## src/rtl/dtq_pkg.sv

```systemverilog
// shared types and codes for the delta timer queue
`default_nettype none
package dtq_pkg;
   localparam logic [2:0] KIND_ALLOC  = 3'd0;
   localparam logic [2:0] KIND_ADD    = 3'd1;
   localparam logic [2:0] KIND_REMOVE = 3'd2;
   localparam logic [2:0] KIND_DELETE = 3'd3;
   localparam logic [2:0] KIND_TICK   = 3'd4;

   localparam logic [1:0] ST_OK        = 2'd0;
   localparam logic [1:0] ST_NO_FREE   = 2'd1;
   localparam logic [1:0] ST_NOT_QUEUED = 2'd2;
   localparam logic [1:0] ST_BAD_HANDLE = 2'd3;

   localparam int MAX_FIRE = 16;

   typedef enum logic [9:0] {
      S_IDLE   = 10'b0000000001,
      S_DECODE = 10'b0000000010,
      S_UWALK  = 10'b0000000100,
      S_UFIX   = 10'b0000001000,
      S_IRD    = 10'b0000010000,
      S_IWALK  = 10'b0000100000,
      S_IFIN   = 10'b0001000000,
      S_TCHK   = 10'b0010000000,
      S_TDEC   = 10'b0100000000,
      S_OUT    = 10'b1000000000
   } state_type;
endpackage
`default_nettype wire

```

## src/rtl/delta_timer_queue.sv

```systemverilog
// delta timer queue: sorted delta list of timer nodes under a walking sequencer
// allocate, bad handle and undefined kinds answer without a list walk; remove and delete
// unlink a queued node (one link per unlink cycle); add unlinks a queued node, then inserts
// tick: unlinks zero-delta head nodes, then decrements the head delta; one item in flight
// last beat waits in an output register, so the next item can be accepted meanwhile
// reset clears link, flag and head state at once; delta memory is not cleared
`default_nettype none
module delta_timer_queue
   import dtq_pkg::*;
#(
   parameter int NODES = 16
) (
   input  wire         clock,
   input  wire         reset,
   input  wire         req_valid,
   output logic        req_ready,
   input  wire  [2:0]  req_kind,
   input  wire  [5:0]  req_handle,
   input  wire  [31:0] req_delay,
   output logic        rsp_valid,
   input  wire         rsp_ready,
   output logic [1:0]  rsp_status,
   output logic [5:0]  rsp_node_id,
   output logic        rsp_fired,
   output logic        rsp_done_res,
   output logic        rsp_last
);
   localparam int IW = $clog2(NODES);
   localparam int CW = $clog2(NODES + 1);

   state_type state_ff, state_in;
   logic [31:0] mem [NODES];
   logic [31:0] rd_ff;
   logic [IW-1:0] rd_addr;
   logic          wr_en;
   logic [IW-1:0] wr_addr;
   logic [31:0]   wr_data;

   logic [IW-1:0] nxt_ff [NODES], nxt_in [NODES];
   logic [NODES-1:0] nnull_ff, nnull_in;
   logic [NODES-1:0] use_ff, use_in, que_ff, que_in, cmp_ff, cmp_in;
   logic [IW-1:0] head_ff, head_in;
   logic          hnull_ff, hnull_in;

   logic [2:0]    kind_ff, kind_in;
   logic [IW-1:0] node_ff, node_in;
   logic [IW-1:0] cur_ff, cur_in, prev_ff, prev_in;
   logic          cnull_ff, cnull_in, pnull_ff, pnull_in;
   logic [31:0]   t_ff, t_in, dn_ff, dn_in;
   logic [CW-1:0] steps_ff, steps_in;
   logic [4:0]    fires_ff, fires_in;
   logic          pend_ff, pend_in; // fired beat held until the next head check
   logic          after_ff, after_in; // 0 unlink then done, 1 unlink then insert
   logic          phase_ff, phase_in; // unlink: waiting for node delta read

   logic          ov_ff, ov_in;
   logic [1:0]    ost_ff, ost_in;
   logic [5:0]    oid_ff, oid_in;
   logic          ofr_ff, ofr_in, odn_ff, odn_in, olast_ff, olast_in;
   logic [1:0]    rst_ff, rst_in;
   logic [5:0]    rid_ff, rid_in;
   logic          rfr_ff, rfr_in, rdn_ff, rdn_in, rlast_ff, rlast_in;
   logic [1:0]    ret_ff, ret_in; // 0 idle, 1 tick continue

   logic [IW-1:0] free_idx;
   logic          free_any;
   logic          hvalid;

   always_comb begin
      free_idx = '0;
      free_any = 1'b0;
      for (int i = NODES - 1; i >= 0; i--) begin
         if (!use_ff[i]) begin
            free_idx = IW'(i);
            free_any = 1'b1;
         end
      end
   end

   assign hvalid = ({26'd0, req_handle} < 32'(NODES));
   assign req_ready = (state_ff == S_IDLE);
   assign rsp_valid = ov_ff;
   assign rsp_status = rst_ff;
   assign rsp_node_id = rid_ff;
   assign rsp_fired = rfr_ff;
   assign rsp_done_res = rdn_ff;
   assign rsp_last = rlast_ff;

   always_ff @(posedge clock) begin
      if (wr_en) mem[wr_addr] <= wr_data;
      rd_ff <= mem[rd_addr];
   end

   always_comb begin
      state_in = state_ff;
      nxt_in = nxt_ff; nnull_in = nnull_ff;
      use_in = use_ff; que_in = que_ff; cmp_in = cmp_ff;
      head_in = head_ff; hnull_in = hnull_ff;
      kind_in = kind_ff; node_in = node_ff;
      cur_in = cur_ff; prev_in = prev_ff; cnull_in = cnull_ff; pnull_in = pnull_ff;
      t_in = t_ff; dn_in = dn_ff; steps_in = steps_ff; fires_in = fires_ff;
      pend_in = pend_ff;
      after_in = after_ff; phase_in = phase_ff;
      ov_in = ov_ff; ost_in = ost_ff; oid_in = oid_ff; ofr_in = ofr_ff;
      odn_in = odn_ff; olast_in = olast_ff; ret_in = ret_ff;
      rst_in = rst_ff; rid_in = rid_ff; rfr_in = rfr_ff; rdn_in = rdn_ff;
      rlast_in = rlast_ff;
      rd_addr = cur_ff; wr_en = 1'b0; wr_addr = cur_ff; wr_data = '0;
      if (ov_ff && rsp_ready) ov_in = 1'b0;

      unique case (state_ff)
         S_IDLE: begin
            if (req_valid && req_ready) begin
               kind_in = req_kind;
               node_in = req_handle[IW-1:0];
               ost_in = ST_OK; oid_in = '0; ofr_in = 1'b0; odn_in = 1'b0;
               olast_in = 1'b1; ret_in = 2'd0;
               state_in = S_OUT;
               if (req_kind == KIND_ALLOC) begin
                  if (free_any) begin
                     use_in[free_idx] = 1'b1; que_in[free_idx] = 1'b0;
                     cmp_in[free_idx] = 1'b0; nnull_in[free_idx] = 1'b1;
                     wr_en = 1'b1; wr_addr = free_idx; wr_data = req_delay;
                     oid_in = 6'(free_idx);
                  end else begin
                     ost_in = ST_NO_FREE;
                  end
               end else if (req_kind == KIND_ADD || req_kind == KIND_REMOVE
                            || req_kind == KIND_DELETE) begin
                  oid_in = req_handle;
                  if (!hvalid || !use_ff[req_handle[IW-1:0]]) begin
                     ost_in = ST_BAD_HANDLE;
                  end else begin
                     state_in = S_DECODE;
                  end
               end else if (req_kind == KIND_TICK) begin
                  fires_in = '0;
                  pend_in = 1'b0;
                  phase_in = 1'b0;
                  olast_in = 1'b0;
                  cur_in = head_ff;
                  state_in = S_TCHK;
               end
            end
         end
         S_DECODE: begin
            // start an unlink walk from the head, or skip it when the node is not queued
            cur_in = head_ff; cnull_in = hnull_ff; pnull_in = 1'b1;
            steps_in = '0; phase_in = 1'b0;
            after_in = (kind_ff == KIND_ADD);
            if (kind_ff == KIND_REMOVE && !que_ff[node_ff]) begin
               ost_in = ST_NOT_QUEUED; odn_in = cmp_ff[node_ff];
               state_in = S_OUT;
            end else if (!que_ff[node_ff]) begin
               state_in = (kind_ff == KIND_ADD) ? S_IRD : S_IFIN;
               rd_addr = node_ff;
            end else begin
               state_in = S_UWALK;
            end
         end
         S_UWALK: begin
            // walk to node; then read its delta
            if (!cnull_ff && cur_ff != node_ff && steps_ff < CW'(NODES)) begin
               prev_in = cur_ff; pnull_in = 1'b0;
               cur_in = nxt_ff[cur_ff]; cnull_in = nnull_ff[cur_ff];
               steps_in = steps_ff + 1'b1;
            end else if (cnull_ff || cur_ff != node_ff) begin
               state_in = S_IFIN;
               rd_addr = node_ff;
            end else begin
               rd_addr = node_ff;
               state_in = S_UFIX;
               phase_in = 1'b0;
            end
         end
         S_UFIX: begin
            if (!phase_ff) begin
               dn_in = rd_ff;
               rd_addr = nxt_ff[node_ff];
               phase_in = 1'b1;
            end else begin
               if (!nnull_ff[node_ff]) begin
                  wr_en = 1'b1; wr_addr = nxt_ff[node_ff]; wr_data = rd_ff + dn_ff;
               end
               if (pnull_ff) begin
                  head_in = nxt_ff[node_ff]; hnull_in = nnull_ff[node_ff];
               end else begin
                  nxt_in[prev_ff] = nxt_ff[node_ff]; nnull_in[prev_ff] = nnull_ff[node_ff];
               end
               nnull_in[node_ff] = 1'b1; que_in[node_ff] = 1'b0;
               rd_addr = node_ff;
               phase_in = 1'b0;
               if (kind_ff == KIND_TICK) state_in = S_TCHK;
               else if (after_ff) state_in = S_IRD;
               else state_in = S_IFIN;
               cur_in = hnull_in ? head_ff : head_in;
            end
         end
         S_IRD: begin
            // node delta valid in rd_ff now (address held at node)
            rd_addr = head_ff;
            t_in = rd_ff;
            cur_in = head_ff; cnull_in = hnull_ff; pnull_in = 1'b1;
            steps_in = '0; phase_in = 1'b0;
            state_in = S_IWALK;
         end
         S_IWALK: begin
            rd_addr = cur_ff;
            if (!phase_ff && !cnull_ff && steps_ff < CW'(NODES)) begin
               phase_in = 1'b1; // wait for the registered read data
            end else if (cnull_ff || steps_ff >= CW'(NODES)) begin
               wr_en = 1'b1; wr_addr = node_ff; wr_data = t_ff;
               nxt_in[node_ff] = cur_ff; nnull_in[node_ff] = 1'b1;
               if (pnull_ff) begin head_in = node_ff; hnull_in = 1'b0; end
               else begin nxt_in[prev_ff] = node_ff; nnull_in[prev_ff] = 1'b0; end
               que_in[node_ff] = 1'b1;
               state_in = S_IFIN;
            end else if (t_ff <= rd_ff) begin
               wr_en = 1'b1; wr_addr = cur_ff; wr_data = rd_ff - t_ff;
               nxt_in[node_ff] = cur_ff; nnull_in[node_ff] = 1'b0;
               if (pnull_ff) begin head_in = node_ff; hnull_in = 1'b0; end
               else begin nxt_in[prev_ff] = node_ff; nnull_in[prev_ff] = 1'b0; end
               que_in[node_ff] = 1'b1;
               state_in = S_IRD; phase_in = 1'b0;
               // delta of node written next cycle
               t_in = t_ff; after_in = 1'b0; kind_in = kind_ff;
               state_in = S_IFIN;
               cur_in = node_ff; cnull_in = 1'b1; // flag: pending node write
            end else begin
               t_in = t_ff - rd_ff;
               prev_in = cur_ff; pnull_in = 1'b0;
               cur_in = nxt_ff[cur_ff]; cnull_in = nnull_ff[cur_ff];
               steps_in = steps_ff + 1'b1; phase_in = 1'b0;
               rd_addr = nxt_ff[cur_ff];
            end
         end
         S_IFIN: begin
            if (kind_ff == KIND_ADD) begin
               wr_en = 1'b1; wr_addr = node_ff; wr_data = t_ff;
               odn_in = cmp_ff[node_ff];
            end else if (kind_ff == KIND_REMOVE) begin
               odn_in = cmp_ff[node_ff];
            end else begin
               use_in[node_ff] = 1'b0; que_in[node_ff] = 1'b0;
               cmp_in[node_ff] = 1'b0; nnull_in[node_ff] = 1'b1;
            end
            state_in = S_OUT;
         end
         S_TCHK: begin
            rd_addr = head_ff;
            if (!phase_ff) begin
               phase_in = 1'b1;
            end else begin
               phase_in = 1'b0;
               if (!hnull_ff && rd_ff == 32'd0 && fires_ff < 5'(MAX_FIRE)) begin
                  if (pend_ff) begin
                     // another node fires: the held beat is not the last one
                     pend_in = 1'b0; ret_in = 2'd1;
                     state_in = S_OUT;
                  end else begin
                     node_in = head_ff; cmp_in[head_ff] = 1'b1;
                     ost_in = ST_OK; oid_in = 6'(head_ff); ofr_in = 1'b1; odn_in = 1'b1;
                     olast_in = 1'b0;
                     fires_in = fires_ff + 1'b1;
                     pend_in = 1'b1;
                     cur_in = head_ff; cnull_in = 1'b0; pnull_in = 1'b1;
                     rd_addr = head_ff;
                     state_in = S_UFIX;
                  end
               end else begin
                  state_in = S_TDEC;
               end
            end
         end
         S_TDEC: begin
            if (!hnull_ff && rd_ff != 32'd0) begin
               wr_en = 1'b1; wr_addr = head_ff; wr_data = rd_ff - 32'd1;
            end
            if (fires_ff == '0) begin
               ost_in = ST_OK; oid_in = '0; ofr_in = 1'b0; odn_in = 1'b0;
            end
            olast_in = 1'b1;
            pend_in = 1'b0;
            ret_in = 2'd0;
            state_in = S_OUT;
         end
         S_OUT: begin
            if (!ov_ff) begin
               ov_in = 1'b1;
               rst_in = ost_ff; rid_in = oid_ff; rfr_in = ofr_ff; rdn_in = odn_ff;
               rlast_in = olast_ff;
               state_in = (ret_ff == 2'd1) ? S_TCHK : S_IDLE;
            end
         end
         default: state_in = S_IDLE;
      endcase
   end

   always_ff @(posedge clock) begin
      if (reset) begin
         state_ff <= S_IDLE;
         for (int i = 0; i < NODES; i++) nxt_ff[i] <= '0;
         nnull_ff <= '1; use_ff <= '0; que_ff <= '0; cmp_ff <= '0;
         head_ff <= '0; hnull_ff <= 1'b1; ov_ff <= 1'b0; ret_ff <= 2'd0;
         phase_ff <= 1'b0; fires_ff <= '0; pend_ff <= 1'b0;
      end else begin
         state_ff <= state_in;
         nxt_ff <= nxt_in; nnull_ff <= nnull_in;
         use_ff <= use_in; que_ff <= que_in; cmp_ff <= cmp_in;
         head_ff <= head_in; hnull_ff <= hnull_in; ov_ff <= ov_in; ret_ff <= ret_in;
         phase_ff <= phase_in; fires_ff <= fires_in; pend_ff <= pend_in;
      end
      kind_ff <= kind_in; node_ff <= node_in; cur_ff <= cur_in; prev_ff <= prev_in;
      cnull_ff <= cnull_in; pnull_ff <= pnull_in; t_ff <= t_in; dn_ff <= dn_in;
      steps_ff <= steps_in; after_ff <= after_in;
      ost_ff <= ost_in; oid_ff <= oid_in; ofr_ff <= ofr_in; odn_ff <= odn_in;
      olast_ff <= olast_in;
      rst_ff <= rst_in; rid_ff <= rid_in; rfr_ff <= rfr_in; rdn_ff <= rdn_in;
      rlast_ff <= rlast_in;
   end

   a_ready_idle: assert property (@(posedge clock) disable iff (reset)
      req_ready |-> (state_ff == S_IDLE)) else $error("ready outside idle");
   a_queued_used: assert property (@(posedge clock) disable iff (reset)
      (que_ff & ~use_ff) == '0) else $error("queued node not in use");
   a_fired_done: assert property (@(posedge clock) disable iff (reset)
      (rsp_valid && rsp_fired) |-> rsp_done_res) else $error("fired without done");
endmodule
`default_nettype wire

```

## config.mk

```make
export PLATFORM = sky130hd
export DESIGN_NAME = delta_timer_queue
export DESIGN_NICKNAME = d
export VERILOG_FILES = /design/src/rtl/dtq_pkg.sv /design/src/rtl/delta_timer_queue.sv
export SDC_FILE = /design/constraint.sdc
export NUM_CORES = 2
export LEC_CHECK = 0
export BUFFER_PORTS_ARGS = -buffer_cell sky130_fd_sc_hd__clkbuf_2
export CAP_MARGIN = 20
export CORE_UTILIZATION = 57
export CTS_BUF_LIST = sky130_fd_sc_hd__clkbuf_4
export DETAILED_ROUTE_END_ITERATION = 10
export PLACE_DENSITY_LB_ADDON = 0.08
export SLEW_MARGIN = 20
export SYNTH_ARGS = -nofsm -noshare
export SYNTH_HDL_FRONTEND = slang
export SYNTH_SLANG_ARGS = --single-unit
```

## constraint.sdc

```tcl
create_clock -name clock -period 9.5 [get_ports clock]
set_input_delay 1.425 -clock clock [delete_from_list [all_inputs] [get_ports clock]]
set_output_delay 1.425 -clock clock [all_outputs]
set_load 0.02 [all_outputs]
```

## After elaboration in Yosys (flattened, before gate mapping)

Memories as Yosys holds them, arrays and structs flattened. A register that Yosys moved wholly into a read port is not among the register bits.
Cells that the tools add are included.

- Add/sub/neg operators: 6
- $lt $le $gt $ge: 20
- Eq/ne operators: 46
- Mux-type cells: 303
- Bitwise operators: 22
- Reductions and logical operators: 75

Operators with widths:

| cell | count |
|---|---|
| 16-bit 2-to-1 mux | 36 |
| 32-bit 2-to-1 mux | 13 |
| 64-bit 2-to-1 mux | 6 |
| 4-bit 2-to-1 mux | 63 |
| 64-bit bitwise mux | 3 |
| 32-bit case mux with 5 select lines | 1 |
| 10-bit 2-to-1 mux | 15 |
| 16-bit AND | 8 |
| 16-bit case mux with 4 select lines | 2 |
| 64-bit case mux with 2 select lines | 1 |
| 16-bit OR | 6 |
| 10-bit case mux with 9 select lines | 1 |
| 1-bit 2-to-1 mux | 87 |
| 32-bit case mux with 2 select lines | 1 |
| 32-bit subtractor | 2 |
| 5-bit 2-to-1 mux | 11 |
| 16-bit inverter | 3 |
| 16-bit case mux with 3 select lines | 1 |
| 6-bit 2-to-1 mux | 7 |
| 2-bit != test (second input constant) | 20 |
| 4-bit case mux with 5 select lines | 2 |
| 32-bit adder | 1 |
| 4-bit binary-select mux with 4-bit select | 2 |
| 4-bit demux with 4-bit select | 2 |
| other kinds (67) | 178 |

- Register bits after elaboration: 262
- Memory bits (writable): 512
- Input port bits: 45
- Output and inout port bits: 13
- Word-level logic and storage cells: 521
- Memories: 1

Memory list:

| name | words | width | rd ports | clocked after memory_dff | wr ports | RTL line | RTL |
|---|---|---|---|---|---|---|---|
| mem | 16 | 32 | 1 | 1 | 1 | delta_timer_queue.sv:32 | `logic [31:0] mem [NODES];` |

## Depth between registers and ports, before layout

- Depth after elaboration: 26
- Mapped depth: 17
- Depth with buffers taken out: 14

## Worst setup path after synthesis

OpenSTA, ideal clock, no wires.

- Path kind: reg-to-reg
- From: register node_ff[1]
- To: memory mem[11][0], enable pin
- Setup time: 0.421 ns
- Data arrival time: 4.459 ns
- Data required time: 9.079 ns
- Setup slack: 4.620 ns
- Cell stages (with the launch flop): 12
- Path buffers: 4
- Clock period less this slack: 4.880 ns
- Cells stage by stage: edfxtp_1 buf_2 buf_1 buf_2 mux4_2 mux4_2 nor3_1 clkbuf_1 a221oi_1 a21oi_1 o21ai_0 nor2_1

- Cells in the longest elaborated chain, start to end: 7
- Elaborated cells between the ends (all ways): 17
- Classes of those cells: mux (16); bitwise (1)

Ends and longest elaborated chain:

| item | RTL line | RTL |
|---|---|---|
| start: declaration | delta_timer_queue.sv:46 | `logic [IW-1:0] node_ff, node_in;` |
| start signal: assignment | delta_timer_queue.sv:313 | `kind_ff <= kind_in; node_ff <= node_in; cur_ff <= cur_in; prev_ff <= prev_in;` |
| 1-bit binary-select mux with 4-bit select / 4-bit inverter with 5-bit output (equally long branches) | delta_timer_queue.sv:182, delta_timer_queue.sv:183 |  |
| 1-bit 2-to-1 mux (implied by the code) / 4-bit binary-select mux with 4-bit select (equally long branches) | delta_timer_queue.sv:182, delta_timer_queue.sv:183 |  |
| 1-bit 2-to-1 mux / 4-bit 2-to-1 mux (equally long branches) | delta_timer_queue.sv:182, delta_timer_queue.sv:183 |  |
| 1-bit 2-to-1 mux / 4-bit 2-to-1 mux (equally long branches) | delta_timer_queue.sv:177, delta_timer_queue.sv:183 |  |
| 1-bit case mux with 5 select lines / 4-bit 2-to-1 mux (equally long branches) | delta_timer_queue.sv:111, delta_timer_queue.sv:182 |  |
| 1-bit 2-to-1 mux / 4-bit 2-to-1 mux (equally long branches) | delta_timer_queue.sv:90, delta_timer_queue.sv:177 |  |
| 1-bit 2-to-1 mux (implied by the code) / 4-bit case mux with 5 select lines (equally long branches) | delta_timer_queue.sv:90, delta_timer_queue.sv:111 |  |
| end: declaration | delta_timer_queue.sv:32 |  |

Several ways; a longest one is shown, not always the timed one. The select of a mux whose other input is x is not followed.

## Final worst setup path

- From: register rd_ff[26] (read register of mem)
- To: register rd_ff[14] (read register of mem)

- Cells in the longest elaborated chain, start to end: 5

Ends and longest elaborated chain:

| item | RTL line | RTL |
|---|---|---|
| start: declaration | delta_timer_queue.sv:33 | `logic [31:0] rd_ff;` |
| 32-bit <= comparator | delta_timer_queue.sv:218 | `end else if (t_ff <= rd_ff) begin` |
| 4-bit 2-to-1 mux | delta_timer_queue.sv:218 |  |
| 4-bit 2-to-1 mux | delta_timer_queue.sv:211 | `end else if (cnull_ff \|\| steps_ff >= CW'(NODES)) begin` |
| 4-bit 2-to-1 mux | delta_timer_queue.sv:209 | `if (!phase_ff && !cnull_ff && steps_ff < CW'(NODES)) begin` |
| 4-bit case mux with 5 select lines | delta_timer_queue.sv:111 | `unique case (state_ff)` |

Every way passes these cells.
A chain may end at the register's enable or synchronous reset.

==> impl_metrics.ini <==
[synth]
synth_top_cell_by_area = sky130_fd_sc_hd__edfxtp_1
mappedNetlistArea_mm2 = 0.0428
synth_async_sr_flop_share_pct = 0
edff_count_synth = 621
postSynthNetCount = 4133
synth_sequential_area_ratio_pct = 52.2
synthDominantCellAreaShare_pct = 43.6
post_synth.cell_area_avg_um2 = 10.7
synth.ff_latch_count = 805
synth.yosys.warnings = 0
ys.flop_type = sky130_fd_sc_hd__edfxtp_1
synthesis.instances = 3986
netlist_top_cells_area = sky130_fd_sc_hd__edfxtp_1 (44%), sky130_fd_sc_hd__dfxtp_1 (8.6%), sky130_fd_sc_hd__mux2i_1 (4.8%)
synthDistinctLibCells = 95

[grt]
grt.total_usage_pct = 36.7
gr-usage-met1_pct = 54.0
grt_antenna_before_repair = 3
via_count_of_the_first_global_routing_pass = 32895
pin_count_of_the_biggest_net_entering_global_routing = 127
globalRoute.totalOverflow = 0
global_route_wire_length_before_repair_um = 209000
grt_util_met2_pct = 53.6
global_route.usage.met3_pct = 8.02
gr-max-usage-layer = met1

[place]
dp_hpwl_um = 90100
pre_cts_slack_ns = 3.82
io_buffer_count = 57
place_congestion = 0.974

[clock_network]
post_cts_resized = 0
clk-insertion-delay-late_ns = 1.13
ctsHoldBuffers = 0
cts_buffer_depth = 3
cts_root_buf = sky130_fd_sc_hd__clkbuf_4
clkTransAtPathRegs_ns = 0.08
cts_setup_buffers = 0
cts_tree = done
cts_inserted_buffers = 205
htreeDepth = 4
numClockSinks = 805

[worst_setup_path]
chain_of_cells_forming_the_critical_path = inv_1 -> ha_1 -> nand2_1 -> or4_1 -> mux2i_2 -> nor2_1 -> o31ai_1 -> and2_2 -> buf_4 -> nor3_4 -> buf_4 -> a22oi_1 -> o211a_1
critPathKind = reg -> reg
biggest_cell_delay_along_the_critical_path_ns = 0.77
maximum_fanout_encountered_on_the_critical_timing_path = 26
critical_path_top_delay_cell = sky130_fd_sc_hd__and2_2
most_used_cell_cp = sky130_fd_sc_hd__buf_4
worst-endpoint-arrival_ns = 6.89
ff2ff_setup_slack_ns = 3.59
timing.critical_path.required_ns = 10.48
worst_setup_path_start_kind = flop
worst_setup_path_end_kind = flop

[route]
post_drt_via_cell_ratio = 6.73
number_of_vias_after_detailed_routing = 35356
postRouteAntennaNets = 0
detail_route.first_pass.iterations = 10
drt_iter0_markers = 4931
route.detailed.wl_per_inst_um = 27.0
drt_drc_violations_left = 0
drt-total-wl_um = 142000

[floorplanning]
overall_die_width_um = 276
number_of_standard_cell_rows_in_the_floorplan = 100
pin_count = 58
die_height_um = 276
fp.dieArea_mm2 = 0.0762
start_util_pct = 57.6
coreArea_mm2 = 0.0743

[sta]
finalClockSkew_ns = 0.105
setup-violations-final = 0
timing.final.crit_period_ns = 5.91
timing.setup.tns_ns = 0
worstMarginPinSlew_ns = 1.22
slew_headroom_pct = 18.6
rsz0062_at_grt = no
final.setup.worst_slack_ns = 3.59
hold_viol = 0
clock.fmax_mhz = 169
fin_crit_sh_pct = 62.2
finalMaxSlewViolations = 0

[finish]
area_growth_pct = 10.1
layout_common_cells = sky130_fd_sc_hd__edfxtp_1 (621), sky130_fd_sc_hd__nor2_1 (467), sky130_fd_sc_hd__clkbuf_4 (321), sky130_fd_sc_hd__nand2_1 (276), sky130_fd_sc_hd__a21oi_1 (273)
mostFrequentLayoutCell = sky130_fd_sc_hd__edfxtp_1
drive_gt1_share_pct = 15.4
layout.nets = 4247

[worst_hold_path]
hold_path_class = reg -> reg

[status]
outcome = complete, no violations

[power_and_ir_drop]
cellPowerDensity_mw_per_mm2 = 249
ir_drop_uv = 167
power_leakage_uw = 0.0173

[job]
timing.max_cap.violations = 0
## registers in the layout, summed over array words and instances (netlist names), 2 cells and up
| signal | cells |
|---|---|
| cmp_ff | 16 |
| cur_ff | 4 |
| dn_ff | 32 |
| fires_ff | 5 |
| head_ff | 4 |
| kind_ff | 3 |
| mem | 512 |
| nnull_ff | 16 |
| node_ff | 4 |
| nxt_ff | 64 |
| oid_ff | 6 |
| ost_ff | 2 |
| prev_ff | 4 |
| que_ff | 16 |
| rd_ff | 32 |
| rsp_node_id | 6 |
| rsp_status | 2 |
| state_ff | 10 |
| steps_ff | 5 |
| t_ff | 32 |
| use_ff | 16 |
## cell families (layout without fill, tap and decap cells)
kind of cell | count (synthesis) | after routing | share of synthesized area (%)
flip-flops | 805 | 805 | 52.2
AND/OR/NAND/NOR | 1145 | 1145 | 12.3
adder cells (fa/ha/maj) | 102 | 102 | 3.03
other | 0 | 4 | 0
buffers and inverters | 358 | 649 | 3.53
XOR/XNOR | 109 | 109 | 2.23
AO/OA/AOI/OAI | 1199 | 1199 | 18.9
multiplexers | 268 | 268 | 7.92
## worst paths after layout
path,startpoint,end,depth (start not counted)
max,rd_ff[26]$_DFF_P_,rd_ff[14]$_DFF_P_,13
min,oid_ff[1]$_DFFE_PP_,rsp_node_id[1]$_DFFE_PP_,0
max reg2reg,rd_ff[26]$_DFF_P_,rd_ff[14]$_DFF_P_,13
min reg2reg,oid_ff[1]$_DFFE_PP_,rsp_node_id[1]$_DFFE_PP_,0
## final cells by class
type                       count  area, um2
antenna                        4       10.0
sequential                   805      22300
tap                          969       1210
timing repair buffer         166       1110
inverter                      99        372
clock inverter                64        439
fill                        6096      27200
multi-input combinational   2823      19300
clock buffer                 320       2400
## routing by layer
layer	wire, um	share of wire, %
met1	59700	42
met2	61400	43
met3	17200	12
met4	3550	2.5
met5	0	0
## where the power goes
group | internal, uW | leakage (uW) | switching, uW
clock | 1600 | 0.00169 | 1540
sequential | 4000 | 0.00710 | 329
combinational | 1500 | 0.00852 | 2770
## synthesized netlist by cell type, drive strengths merged (40+ instances only)
library cell	instances
edfxtp	621
nor2	492
nand2	278
a21oi	276
o21ai	233
mux2i	208
clkbuf	187
dfxtp	184
a211oi	107
ha	99
inv	98
buf	72
o22ai	72
nor3	70
nand3	62
xnor2	62
a21o	56
mux4	56
nor2b	50
a22oi	47
xor2	47
o221ai	46
a221oi	45
nand2b	40
## critical path: cells and delay by family, from the launching register on
| family | cells | cell delay (ns) |
|---|---|---|
| AND/OR/NAND/NOR | 5 | 2.03 |
| flip-flops | 1 | 0.71 |
| buffers and inverters | 3 | 1.00 |
| AO/OA/AOI/OAI | 3 | 0.96 |
| multiplexers | 1 | 0.51 |
| adder cells (fa/ha/maj) | 1 | 0.59 |
## per-stage QoR
| step | power (uW) | hold WS [ns] | cells | utilization (%) | cell area, um2 |
|---|---|---|---|---|---|
| after CTS | 11700 | 0.412 | 5243 | 63.4 | 47100 |
| after global routing | 12300 | 0.418 | 5250 | 63.4 | 47100 |
| final | 11700 | 0.413 | 5250 | 63.4 | 47100 |
| after detailed placement | 8510 | 0.406 | 4859 | 59.6 | 44300 |
| after global placement | 8510 | 0.401 | 4858 | 59.5 | 44200 |
| after floorplan | 7200 | 0.400 | 3986 | - | 42800 |
Note: power is estimated with default switching activity, not from simulation.
